--- src/rtl/lmqs_pkg.sv ---
package lmqs_pkg;

   localparam int LINES_PER_REGISTER = 16;
   localparam int LINE_W             = 4;

   // item modes
   localparam logic MODE_WRITE   = 1'b0;
   localparam logic MODE_REFRESH = 1'b1;

   // register index, taken from paddr[2]
   localparam logic CSR_IDX_ROWS = 1'b0;
   localparam logic CSR_IDX_COLS = 1'b1;
   localparam int   CSR_ADDR_W   = 3;
   localparam int   CSR_DATA_W   = 32;

   typedef struct packed {
      logic        mode;
      logic        panel_row;
      logic [1:0]  register_index;
      logic [3:0]  line_index;
      logic [15:0] pixel_word;
   } req_type;

   typedef struct packed {
      logic [7:0] spi_byte;
      logic       last;
      logic [1:0] row_select;
   } rsp_type;

   typedef enum logic {
      ST_IDLE,
      ST_RUN
   } state_type;

   typedef struct packed {
      logic start;
      logic write;
      logic issue;
   } ctl_cmd_type;

   typedef struct packed {
      logic slot_free;
      logic last_issue;
   } dp_status_type;

endpackage

--- src/rtl/lmqs_csr.sv ---
module lmqs_csr (
   input  logic                              clock,
   input  logic                              reset,
   input  logic                              csr_psel,
   input  logic                              csr_penable,
   input  logic                              csr_pwrite,
   input  logic [lmqs_pkg::CSR_ADDR_W-1:0]   csr_paddr,
   input  logic [lmqs_pkg::CSR_DATA_W-1:0]   csr_pwdata,
   output logic [lmqs_pkg::CSR_DATA_W-1:0]   csr_prdata,
   output logic                              csr_pready,
   output logic [1:0]                        rows_cfg,
   output logic [1:0]                        cols_cfg
);
   import lmqs_pkg::*;

   logic [1:0] rows_ff, rows_in;
   logic [1:0] cols_ff, cols_in;
   logic       wr_en;

   assign csr_pready = 1'b1;
   assign wr_en      = csr_psel & csr_penable & csr_pwrite & csr_pready;

   always_comb begin
      rows_in = rows_ff;
      cols_in = cols_ff;
      if (wr_en) begin
         unique case (csr_paddr[2])
            CSR_IDX_ROWS: rows_in = csr_pwdata[1:0];
            CSR_IDX_COLS: cols_in = csr_pwdata[1:0];
            default: ;
         endcase
      end
   end

   always_ff @(posedge clock) begin
      if (reset) begin
         rows_ff <= 2'd1;
         cols_ff <= 2'd1;
      end else begin
         rows_ff <= rows_in;
         cols_ff <= cols_in;
      end
   end

   always_comb begin
      unique case (csr_paddr[2])
         CSR_IDX_ROWS: csr_prdata = {{(CSR_DATA_W-2){1'b0}}, rows_ff};
         CSR_IDX_COLS: csr_prdata = {{(CSR_DATA_W-2){1'b0}}, cols_ff};
         default:      csr_prdata = '0;
      endcase
   end

   assign rows_cfg = rows_ff;
   assign cols_cfg = cols_ff;

endmodule

--- src/rtl/lmqs_ctrl.sv ---
module lmqs_ctrl (
   input  logic                    clock,
   input  logic                    reset,
   input  logic                    req_valid,
   input  logic                    req_mode,
   output logic                    req_stall,
   input  lmqs_pkg::dp_status_type status,
   output lmqs_pkg::ctl_cmd_type   cmd
);
   import lmqs_pkg::*;

   state_type state_ff, state_in;

   always_ff @(posedge clock) begin
      if (reset) begin
         state_ff <= ST_IDLE;
      end else begin
         state_ff <= state_in;
      end
   end

   always_comb begin
      state_in  = state_ff;
      req_stall = 1'b1;
      cmd       = '0;
      unique case (state_ff)
         ST_IDLE: begin
            req_stall = 1'b0;
            if (req_valid) begin
               if (req_mode == MODE_REFRESH) begin
                  cmd.start = 1'b1;
                  state_in  = ST_RUN;
               end else begin
                  cmd.write = 1'b1;
               end
            end
         end
         ST_RUN: begin
            // one memory read per free slot in the read stage
            cmd.issue = status.slot_free;
            if (status.slot_free && status.last_issue) begin
               state_in = ST_IDLE;
            end
         end
         default: state_in = ST_IDLE;
      endcase
   end

endmodule

--- src/rtl/lmqs_datapath.sv ---
module lmqs_datapath #(
   parameter int MAX_PANEL_ROWS = 2,
   parameter int MAX_PANEL_COLS = 2
) (
   input  logic                    clock,
   input  logic                    reset,
   input  lmqs_pkg::req_type       req_data,
   input  lmqs_pkg::ctl_cmd_type   cmd,
   output lmqs_pkg::dp_status_type status,
   input  logic [1:0]              rows_cfg,
   input  logic [1:0]              cols_cfg,
   output logic                    rsp_valid,
   input  logic                    rsp_stall,
   output lmqs_pkg::rsp_type       rsp_data
);
   import lmqs_pkg::*;

   localparam int REGS_PER_ROW = MAX_PANEL_COLS * 2;
   localparam int MEM_WORDS    = MAX_PANEL_ROWS * REGS_PER_ROW * LINES_PER_REGISTER;
   localparam int ADDR_W       = $clog2(MEM_WORDS);
   localparam int ROW_W        = (MAX_PANEL_ROWS > 1) ? $clog2(MAX_PANEL_ROWS) : 1;
   localparam int REG_W        = $clog2(REGS_PER_ROW);

   logic [15:0]          mem [MEM_WORDS];
   logic [MEM_WORDS-1:0] valid_ff, valid_in;

   logic [1:0]       phase_ff, phase_in;
   logic [1:0]       k_ff, k_in;
   logic             half_ff, half_in;
   logic [REG_W-1:0] j_ff, j_in;
   logic [ROW_W-1:0] n_ff, n_in;

   logic [15:0] s1_word_ff;
   logic        s1_ok_ff;
   logic        s1_valid_ff, s1_valid_in;
   logic        s1_half_ff;
   logic        s1_last_ff;
   logic [1:0]  s1_phase_ff;

   logic    out_valid_ff, out_valid_in;
   rsp_type out_ff;

   logic [1:0]        rows_eff;
   logic [1:0]        cols_eff;
   logic [2:0]        regs_eff;
   logic              last_k, last_j, last_n, last_issue;
   logic              s1_move, slot_free;
   logic              wr_ok;
   logic [ADDR_W-1:0] wr_addr, rd_addr;
   logic [7:0]        s1_byte;

   // register values outside the range are clamped
   always_comb begin
      if (rows_cfg == 2'd0)                      rows_eff = 2'd1;
      else if (int'(rows_cfg) > MAX_PANEL_ROWS)  rows_eff = 2'(MAX_PANEL_ROWS);
      else                                       rows_eff = rows_cfg;
      if (cols_cfg == 2'd0)                      cols_eff = 2'd1;
      else if (int'(cols_cfg) > MAX_PANEL_COLS)  cols_eff = 2'(MAX_PANEL_COLS);
      else                                       cols_eff = cols_cfg;
      regs_eff = {cols_eff, 1'b0};
   end

   assign last_k     = (k_ff == 2'd3);
   assign last_j     = (j_ff == REG_W'(regs_eff - 3'd1));
   assign last_n     = (n_ff == ROW_W'(rows_eff - 2'd1));
   assign last_issue = last_k & half_ff & last_j & last_n;

   assign s1_move   = s1_valid_ff & (~out_valid_ff | ~rsp_stall);
   assign slot_free = ~s1_valid_ff | s1_move;

   assign status.slot_free  = slot_free;
   assign status.last_issue = last_issue;

   // write path
   assign wr_ok = (int'(req_data.panel_row) < MAX_PANEL_ROWS) &&
                  (int'(req_data.register_index) < REGS_PER_ROW);
   assign wr_addr = ADDR_W'((int'(req_data.panel_row) * REGS_PER_ROW
                             + int'(req_data.register_index)) * LINES_PER_REGISTER
                            + int'(req_data.line_index));

   // line of byte k is 12 + phase - 4k, modulo 16
   assign rd_addr = ADDR_W'((int'(n_ff) * REGS_PER_ROW + int'(j_ff)) * LINES_PER_REGISTER
                            + int'({~k_ff, phase_ff}));

   always_comb begin
      valid_in = valid_ff;
      if (cmd.write && wr_ok) begin
         valid_in[wr_addr] = 1'b1;
      end
   end

   always_ff @(posedge clock) begin
      if (cmd.write && wr_ok) begin
         mem[wr_addr] <= req_data.pixel_word;
      end
   end

   always_ff @(posedge clock) begin
      if (cmd.issue) begin
         s1_word_ff  <= mem[rd_addr];
         s1_ok_ff    <= valid_ff[rd_addr];
         s1_half_ff  <= half_ff;
         s1_last_ff  <= last_issue;
         s1_phase_ff <= phase_ff;
      end
   end

   // run counters: byte, half, register, row
   always_comb begin
      k_in     = k_ff;
      half_in  = half_ff;
      j_in     = j_ff;
      n_in     = n_ff;
      phase_in = phase_ff;
      if (cmd.start) begin
         k_in    = '0;
         half_in = 1'b0;
         j_in    = '0;
         n_in    = '0;
      end else if (cmd.issue) begin
         k_in = k_ff + 2'd1;
         if (last_k) begin
            half_in = ~half_ff;
            if (half_ff) begin
               if (last_j) begin
                  j_in = '0;
                  n_in = n_ff + ROW_W'(1);
               end else begin
                  j_in = j_ff + REG_W'(1);
               end
            end
         end
         if (last_issue) begin
            phase_in = phase_ff + 2'd1;
         end
      end
   end

   always_comb begin
      s1_valid_in = s1_valid_ff;
      if (cmd.issue)    s1_valid_in = 1'b1;
      else if (s1_move) s1_valid_in = 1'b0;
      out_valid_in = out_valid_ff;
      if (s1_move)         out_valid_in = 1'b1;
      else if (!rsp_stall) out_valid_in = 1'b0;
   end

   assign s1_byte = ~(s1_ok_ff ? (s1_half_ff ? s1_word_ff[7:0] : s1_word_ff[15:8]) : 8'h00);

   always_ff @(posedge clock) begin
      if (s1_move) begin
         out_ff.spi_byte   <= s1_byte;
         out_ff.last       <= s1_last_ff;
         out_ff.row_select <= s1_last_ff ? s1_phase_ff : 2'd0;
      end
   end

   always_ff @(posedge clock) begin
      k_ff    <= k_in;
      half_ff <= half_in;
      j_ff    <= j_in;
      n_ff    <= n_in;
      if (reset) begin
         valid_ff     <= '0;
         phase_ff     <= '0;
         s1_valid_ff  <= 1'b0;
         out_valid_ff <= 1'b0;
      end else begin
         valid_ff     <= valid_in;
         phase_ff     <= phase_in;
         s1_valid_ff  <= s1_valid_in;
         out_valid_ff <= out_valid_in;
      end
   end

   assign rsp_valid = out_valid_ff;
   assign rsp_data  = out_ff;

   a_phase_step: assert property (@(posedge clock) disable iff (reset)
      (cmd.issue && last_issue) |=> (phase_ff == $past(phase_ff) + 2'd1))
      else $error("scan phase did not advance after the final byte");

   a_no_write_in_run: assert property (@(posedge clock) disable iff (reset)
      !(cmd.write && (cmd.issue || cmd.start)))
      else $error("pixel write during a refresh run");

   a_issue_needs_slot: assert property (@(posedge clock) disable iff (reset)
      cmd.issue |-> (!s1_valid_ff || s1_move))
      else $error("read issued into an occupied stage");

   a_start_clears: assert property (@(posedge clock) disable iff (reset)
      cmd.start |=> (k_ff == 2'd0 && !half_ff && j_ff == '0 && n_ff == '0))
      else $error("run counters not cleared at start");

endmodule

--- src/rtl/led_matrix_quarter_scan_serializer_top.sv ---
// Quarter-scan serializer for chained one-in-four multiplexed LED panels. A write
// transfer (mode 0) stores one 16-bit pixel word at (panel_row, register_index,
// line_index) in a 128-word pixel memory at default sizes; writes beyond the
// maximum rows or registers are dropped. A refresh transfer (mode 1) sends
// 8 * 2 * cols * rows bytes (16 to 64) for the current scan phase, high bytes then
// low bytes of lines 12+phase, 8+phase, 4+phase and phase of each register, all
// inverted; the final byte has last set and row_select equal to the phase sent,
// and the phase then steps on. The single read port of the pixel memory sets the
// pace: one byte per cycle unless rsp_stall backs up the output. Bytes pass the
// read stage and output register; the input stalls until a refresh's last read is
// issued. Memory words read as zero until written (one valid flop per word), so no
// clearing pass follows reset. panel_rows_used sits at address 0 and
// panel_cols_used at address 4; values of 0 act as 1 and values above the
// maximum act as the maximum. Write the registers only while the block is idle.
module led_matrix_quarter_scan_serializer_top #(
   parameter int MAX_PANEL_ROWS = 2,
   parameter int MAX_PANEL_COLS = 2
) (
   input  logic                            clock,
   input  logic                            reset,
   // input channel
   input  logic                            req_valid,
   output logic                            req_stall,
   input  lmqs_pkg::req_type               req_data,
   // result channel
   output logic                            rsp_valid,
   input  logic                            rsp_stall,
   output lmqs_pkg::rsp_type               rsp_data,
   // register port
   input  logic                            csr_psel,
   input  logic                            csr_penable,
   input  logic                            csr_pwrite,
   input  logic [lmqs_pkg::CSR_ADDR_W-1:0] csr_paddr,
   input  logic [lmqs_pkg::CSR_DATA_W-1:0] csr_pwdata,
   output logic [lmqs_pkg::CSR_DATA_W-1:0] csr_prdata,
   output logic                            csr_pready
);
   import lmqs_pkg::*;

   ctl_cmd_type   cmd;
   dp_status_type status;
   logic [1:0]    rows_cfg;
   logic [1:0]    cols_cfg;

   // configuration registers
   lmqs_csr u_csr (
      .clock       (clock),
      .reset       (reset),
      .csr_psel    (csr_psel),
      .csr_penable (csr_penable),
      .csr_pwrite  (csr_pwrite),
      .csr_paddr   (csr_paddr),
      .csr_pwdata  (csr_pwdata),
      .csr_prdata  (csr_prdata),
      .csr_pready  (csr_pready),
      .rows_cfg    (rows_cfg),
      .cols_cfg    (cols_cfg)
   );

   // sequencer: takes transfers when idle, paces memory reads during a run
   lmqs_ctrl u_ctrl (
      .clock     (clock),
      .reset     (reset),
      .req_valid (req_valid),
      .req_mode  (req_data.mode),
      .req_stall (req_stall),
      .status    (status),
      .cmd       (cmd)
   );

   // pixel memory, run counters, read stage and output register
   lmqs_datapath #(
      .MAX_PANEL_ROWS (MAX_PANEL_ROWS),
      .MAX_PANEL_COLS (MAX_PANEL_COLS)
   ) u_datapath (
      .clock     (clock),
      .reset     (reset),
      .req_data  (req_data),
      .cmd       (cmd),
      .status    (status),
      .rows_cfg  (rows_cfg),
      .cols_cfg  (cols_cfg),
      .rsp_valid (rsp_valid),
      .rsp_stall (rsp_stall),
      .rsp_data  (rsp_data)
   );

endmodule

--- config.mk ---
export PLATFORM = sky130hd
export DESIGN_NAME = led_matrix_quarter_scan_serializer_top
export DESIGN_NICKNAME = d
export VERILOG_FILES = /design/src/rtl/lmqs_pkg.sv /design/src/rtl/lmqs_csr.sv /design/src/rtl/lmqs_ctrl.sv /design/src/rtl/lmqs_datapath.sv /design/src/rtl/led_matrix_quarter_scan_serializer_top.sv
export SDC_FILE = /design/constraint.sdc
export NUM_CORES = 2
export LEC_CHECK = 0
export CORE_ASPECT_RATIO = 1.2
export CORE_UTILIZATION = 30
export CTS_BUF_LIST = sky130_fd_sc_hd__clkbuf_4
export DETAILED_ROUTE_END_ITERATION = 10
export DONT_BUFFER_PORTS = 1
export PLACE_DENSITY = 0.43
export SKIP_CTS_REPAIR_TIMING = 1
export SLEW_MARGIN = 25
export SYNTH_ARGS = -nofsm -noshare
export SYNTH_HDL_FRONTEND = slang
export SYNTH_SLANG_ARGS = --single-unit
--- constraint.sdc ---
create_clock -name clock -period 3.45 [get_ports clock]
set_clock_uncertainty 0.1 [all_clocks]
set_input_delay 0.1725 -clock clock [delete_from_list [all_inputs] [get_ports clock]]
set_output_delay 0.1725 -clock clock [all_outputs]
set_load 0.05 [all_outputs]
Word-level counts from Yosys, hierarchy flattened
Memory sizes are Yosys's and may differ from the RTL's. A register that Yosys moved wholly into a read port is not among the register bits.
Index checks and enable logic that the tools add are counted.
Widths: inputs -> output; s select.
{ "word_totals": {"regBits": 159, "latchBits": 0, "ramBits": 2048, "rom_bits": 0, "input_bits": 66, "output_inout_bits": 46, "wordCells": 94, "memories": 1} }
{ "mem_list": {"columns": ["memory", "words", "word_bits", "rd", "rd_ports_with_merged_regs", "write_ports", "line", "text"], "rows": [
  ["u_datapath.mem", 128, 16, 1, 1, 1, "lmqs_datapath.sv:24", "logic [15:0] mem [MEM_WORDS];"]
]} }
{ "classes": {"n_addsub": 10, "mul": 0, "n_div": 0, "magnitude_cmp": 5, "n_eq_ne": 4, "shift": 0, "mux": 27, "n_bitwise": 18, "n_reduce_logical": 11} }
{ "ops": {"columns": ["operator", "count"], "rows": [
  ["$or 128x128->128", 1],
  ["$pmux 32 s2", 1],
  ["$mux 1", 18],
  ["$lt 7x8->1 const B", 2],
  ["$mux 8", 2],
  ["$add 7x5->7", 2],
  ["$not 8->8", 1],
  ["$bmux 1 s7", 1],
  ["$demux 1 s7", 1],
  ["$ge 7x1->1 const B", 1],
  ["$not 1->1", 7],
  ["$add 2x1->2 const B", 3],
  ["$add 3x2->3", 2],
  ["$and 1x1->1", 6],
  ["$mux 2", 3],
  ["$reduce_and 2->1", 3],
  ["$reduce_and 3->1", 2],
  ["$gt 2x2->1 const B", 2],
  ["$logic_not 2->1", 2],
  ["$reduce_and 4->1", 1],
  ["$eq 2x2->1", 1],
  ["$eq 2x2->1 const B", 1],
  ["$logic_and 1x1->1", 2],
  ["$ne 2x1->1 const B", 1],
  ["other kinds (8)", 9]
]} }

Longest topological paths before layout
{ "logic_depth": {"depth_word": 10, "mapped_depth": 7, "ltp_nobuf": 4} }

By module
From an unflattened synthesis, not the netlist that was laid out.
{ "hier_totals": {"hier_cells": 3708, "hier_area_um2": 85120.4} }
{ "by_module_without_submodules": {"columns": ["module", "instances", "cells_each", "area_per_inst_um2", "seq_area_each_um2"], "rows": [
  ["lmqs_datapath", 1, 3650, 84614.9, 65222.6],
  ["lmqs_csr", 1, 51, 449.2, 80.1],
  ["lmqs_ctrl", 1, 7, 56.3, 20.0]
]} }

Worst setup path after synthesis
No wires, ideal clock.
{ "synth_path": {"kind": "reg-to-reg", "startpoint": "register u_datapath.phase_ff[0]", "endpoint": "register u_datapath.s1_word_ff[5] (read register of u_datapath.mem), data pin", "setup_time_ns": 0.260, "arrival_ns": 2.722, "required_time_ns": 3.090, "setup_slack_ns": 0.368, "path_stages_with_launch": 7, "path_buffers": 2, "period_less_slack_ns": 3.082, "path_cell_list": "dfxtp_1 > buf_2 > buf_1 > mux4_2 > mux4_2 > mux4_2 > mux2_2"} }
{ "synth_via": {"elab_chain_len": 1} }
{ "synth_rtl": {"columns": ["element", "line", "text"], "rows": [
  ["from (decl)", "lmqs_datapath.sv:27", "logic [1:0] phase_ff, phase_in;"],
  ["from (signal assigned)", "lmqs_datapath.sv:170", "phase_ff <= phase_in;"],
  ["$add 7x5->7", "lmqs_datapath.sv:83", "+ int'({~k_ff, phase_ff}));"],
  ["to (decl)", "lmqs_datapath.sv:33", "logic [15:0] s1_word_ff;"]
]} }
Every way passes these cells.
A chain may end at the register's enable or synchronous reset.

Final worst setup path
{ "layout_path": {"startpoint": "register u_datapath.phase_ff[0]", "endpoint": "register u_datapath.s1_word_ff[0] (read register of u_datapath.mem), data pin"} }
Same word-level chain as after synthesis.

==> impl_summary.md <==
Worst setup path
STA puts the critical path data required time at 4.39 ns. In this run the worst path has a maximum fanout of 20. The critical register-to-register path endpoint is u_datapath.s1_word_ff[0]. The worst setup path is captured at a register. The worst reg2reg path startpoint is u_datapath.phase_ff[0].

Traced cell by cell, the critical path runs through buf_12 -> buf_12 -> mux4_2 -> mux4_2 -> mux4_2 -> mux2_2. The type of the worst setup path is reg2reg. The register-to-register setup slack is 0.05 ns. The worst path arrival time is 4.34 ns. The worst-path cell with the longest stage delay is sky130_fd_sc_hd__mux4_2. The kind of start point of the critical path is a register. The cell seen most often among critical-path stages is sky130_fd_sc_hd__mux4_2. On the worst path, the slowest cell contributes a delay of 0.64 ns. Counting cells, the worst reg-to-reg path comes to 6.

Run status
The run finished with clean final reports.

Routing
The detailed router placed 42000 vias in this run. The routed via count divided by cell count is 4.83. The wire length reported by the detailed router is 242000 µm. The count of nets left with antenna violations once routing finished came out at 0. The remaining design rule violation count is 0. For this block, the initial DRC count from the detailed router was 3671. The first detailed-routing pass ran for 5 iterations. The routed wire length per instance is 27.9 µm.

Power and ir drop
The proportion of power drawn by the clock network is 0.411. IR analysis of the VDD net gives a maximum drop of 0.247 mV. Summed over all cells, the static leakage comes to 31.5 nW. The share of total power dissipated in combinational logic is 0.067.

The switching share of power is 0.231. The switching component of the power is 13.1 mW. Internal power comes to 43.7 mW. The relative contribution of sequential cells to total power is 0.521. For this design the ratio of total power to cell area is 560 nW/µm².

Clock tree
The register clock-pin slew on the reported worst setup and hold paths is 0.07 ns. At the later pin of the worst-skew pair, clock insertion delay measures 1.28 ns. The H-tree was split into 6 levels. Buffers inserted during clock tree synthesis total 593.

The TritonCTS clock tree is done. The clock net in this run drives a total of 2223 sinks. The master cell of the clock root buffer is sky130_fd_sc_hd__clkbuf_4. The clock passes through at most 4 buffers.

Placement
The HPWL after detailed placement is 132000 µm. The cell area reported after detailed placement is 92000 µm². The weighted congestion reported at the end of routability-driven placement is 0.730. Port buffering added 0 buffers.

Timing
The total count of hold-check failures in the final report was 0. The final count of pins violating max slew is 0. The number of setup violations in the final report is 0. The final critical path time including I/O delays and setup is 3.40 ns. In this run the tightest slew margin relative to its limit is 0.276. Based on the critical path, the design can be clocked at up to 294 MHz. The transition time at the pin with the least slew margin is 1.09 ns. On the final layout, the worst hold slack is 0.114 ns. The period utilization is 0.985. The final-layout setup total negative slack is 0 ns.

Synth
By area the synthesized netlist is led by sky130_fd_sc_hd__edfxtp_1 (73%), sky130_fd_sc_hd__mux4_2 (19%), sky130_fd_sc_hd__dfxtp_1 (3.4%). The synthesized netlist cell count is 3719. The xor/xnor cell area share of the yosys netlist is 0.000411. The most common cell in the netlist is sky130_fd_sc_hd__edfxtp_1.

Ranked by instance count, the synthesized netlist is headed by sky130_fd_sc_hd__edfxtp_1 (2080), sky130_fd_sc_hd__mux4_2 (714), sky130_fd_sc_hd__nor2_1 (282). The area fraction in and, or, nand and nor cells after synthesis is 0.0174. The number of enable flip-flop cells after synthesis is 2080. The cell area that synthesis handed to floorplanning was 85100 µm². Dividing the synthesized area by the synthesized cell count gives 22.9 µm². The share of flip-flops with an asynchronous set or reset after synthesis is 0. The synthesized-area fraction occupied by ao, oa, aoi and oai cells is 0.00858. Of the post-synthesis cell area, the part taken by muxes is 0.193.

In the synthesized netlist the dominant register cell turns out to be sky130_fd_sc_hd__edfxtp_1. The register area share after synthesis is 0.767. Of the total synthesized cell area, the portion taken by full adders, half adders and majority gates is 0.000147. For this run, the number of Yosys warnings is 0. The count of different cell masters after synthesis is 39. The post-synthesis register bit count is 2223. By area, the combinational part of the netlist is dominated by multiplexers. The share of synthesized area in the top cell type comes to 0.734.

The dominant cell type by area after synthesis is sky130_fd_sc_hd__edfxtp_1.

Run
The max-cap check violation count is 0.

Floorplan
In this run the horizontal extent of the chip is 488 µm. The die boundary height is 586 µm. After floorplanning, the core was sized to cover 281000 µm². The number of I/O pins is 112. The initial cell density of the core is 0.303. The standard-cell row count is 213. The die covers 286000 µm².

Min path
The endpoint of the worst hold-timing path is u_ctrl.state_ff. The class of the worst hold path is in2reg. The number of instances on the worst hold path is 4. The worst hold path begins at req_valid.

Finish
In the final layout, the share of cells above drive strength 1 is 0.431. Once layout is done, the placed cells without fillers occupy 101000 µm². The area growth from synthesis to layout is 19.2%. For this run, the post-layout net count is 4599.

GRT
Across every metal layer, demand over resource in global routing totals 0.164. The number of global-route vias before repair is 44000. Global routing finished with a remaining overflow of 0. The number of antenna violations at the first check in global routing is 34. The largest net degree at the start of global routing is 138. The global-route wire length before repair is 331000 µm.
==> cell usage in the layout (no fill, tap or decap), drive strengths merged, types with 2 or more instances in the layout <==
cell / n
nor2: 282
dlygate4sd3: 91
xor2: 2
dfxtp: 143
bufinv: 14
buf: 331
nor3: 8
conb: 31
inv: 16
a21oi: 135
and2: 3
mux4: 714
nand2b: 6
diode: 12
mux2i: 3
o21ai: 3
or3: 2
a211o: 2
clkinvlp: 3
xnor2: 2
nor2b: 7
nand2: 29
edfxtp: 2080
nand3: 11
mux2: 27
clkbuf: 882
clkinv: 86
nand4: 5
==> worst max-delay path by stage <==
stage                           startpoint                  endpoint  cells after the start
floorplan           u_datapath.phase_ff[0]  u_datapath.s1_word_ff[5]                      6
global placement    u_datapath.phase_ff[0]  u_datapath.s1_word_ff[3]                      6
detailed placement  u_datapath.phase_ff[0]  u_datapath.s1_word_ff[3]                      6
CTS                 u_datapath.phase_ff[0]  u_datapath.s1_word_ff[3]                      6
global route        u_datapath.phase_ff[0]  u_datapath.s1_word_ff[6]                      6
finish              u_datapath.phase_ff[0]  u_datapath.s1_word_ff[0]                      6
==> cell families (layout without fill, tap and decap cells) <==
family,Yosys count,after routing
compound gates,143,143
xor+xnor,4,4
fa+ha+maj,1,1
buf+inv,240,1423
flops,2223,2223
mux,744,744
other cells,2,43
simple gates,362,362
==> state kept, by name, summed over array words and instances, names as in the netlist, 2 cells and up <==
name / count
u_datapath.mem: 2048
u_datapath.s1_phase_ff: 2
u_datapath.rsp_data: 11
u_datapath.j_ff: 2
u_csr.rows_cfg: 2
u_datapath.s1_word_ff: 16
u_datapath.k_ff: 2
u_datapath.phase_ff: 2
u_datapath.valid_ff: 128
u_csr.cols_cfg: 2
==> power groups by stage <==
stage | Sequential, mW | Combinational [mW] | Clock [mW]
after floorplan | 30.1 | 1.94 | 0
after global placement | 30.2 | 3.16 | 0
after detailed placement | 30.2 | 3.16 | 0
after CTS | 29.6 | 3.17 | 24.3
after global routing | 29.6 | 4.01 | 25.6
final | 29.6 | 3.81 | 23.4
==> layout make-up <==
cell class | instances | area [µm²]
Antenna cell | 12 | 30.0
Clock buffer | 880 | 6610
Clock inverter | 114 | 858
Fill cell | 26400 | 180000
Inverter | 5 | 18.8
Multi-Input combinational cell | 1285 | 19100
Sequential cell | 2223 | 65300
Tap cell | 3762 | 4710
Timing Repair Buffer | 424 | 4780
==> worst max-delay path, delay by kind of cell, from the launching register on <==
family,cells,cell delay (ns)
multiplexers,4,2.09
flip-flops,1,0.47
buffers and inverters,2,0.46
==> through the flow <==
stage	util	worst slack, ns	instances	power [mW]
2_1_floorplan	-	0.368	3748	32.1
5_1_grt	0.360	-0.00115	8699	59.2
3_5_place_dp	0.327	-0.0221	7567	33.3
3_3_place_gp	0.327	-0.0145	7567	33.3
4_1_cts	0.354	-0.0331	8561	57.0
6_report	0.361	0.0507	8705	56.8
==> layer usage <==
layer,part of all wire,vias to the layer above,wire length (µm),global-route usage
li1,-,17700,-,-
met1,0.43,22600,105000,0.222
met2,0.49,1348,119000,0.268
met3,0.055,359,13400,0.0326
met4,0.021,4,5050,0.0454
met5,0.00012,-,28,0
Note: power is estimated with default switching activity, not from simulation.
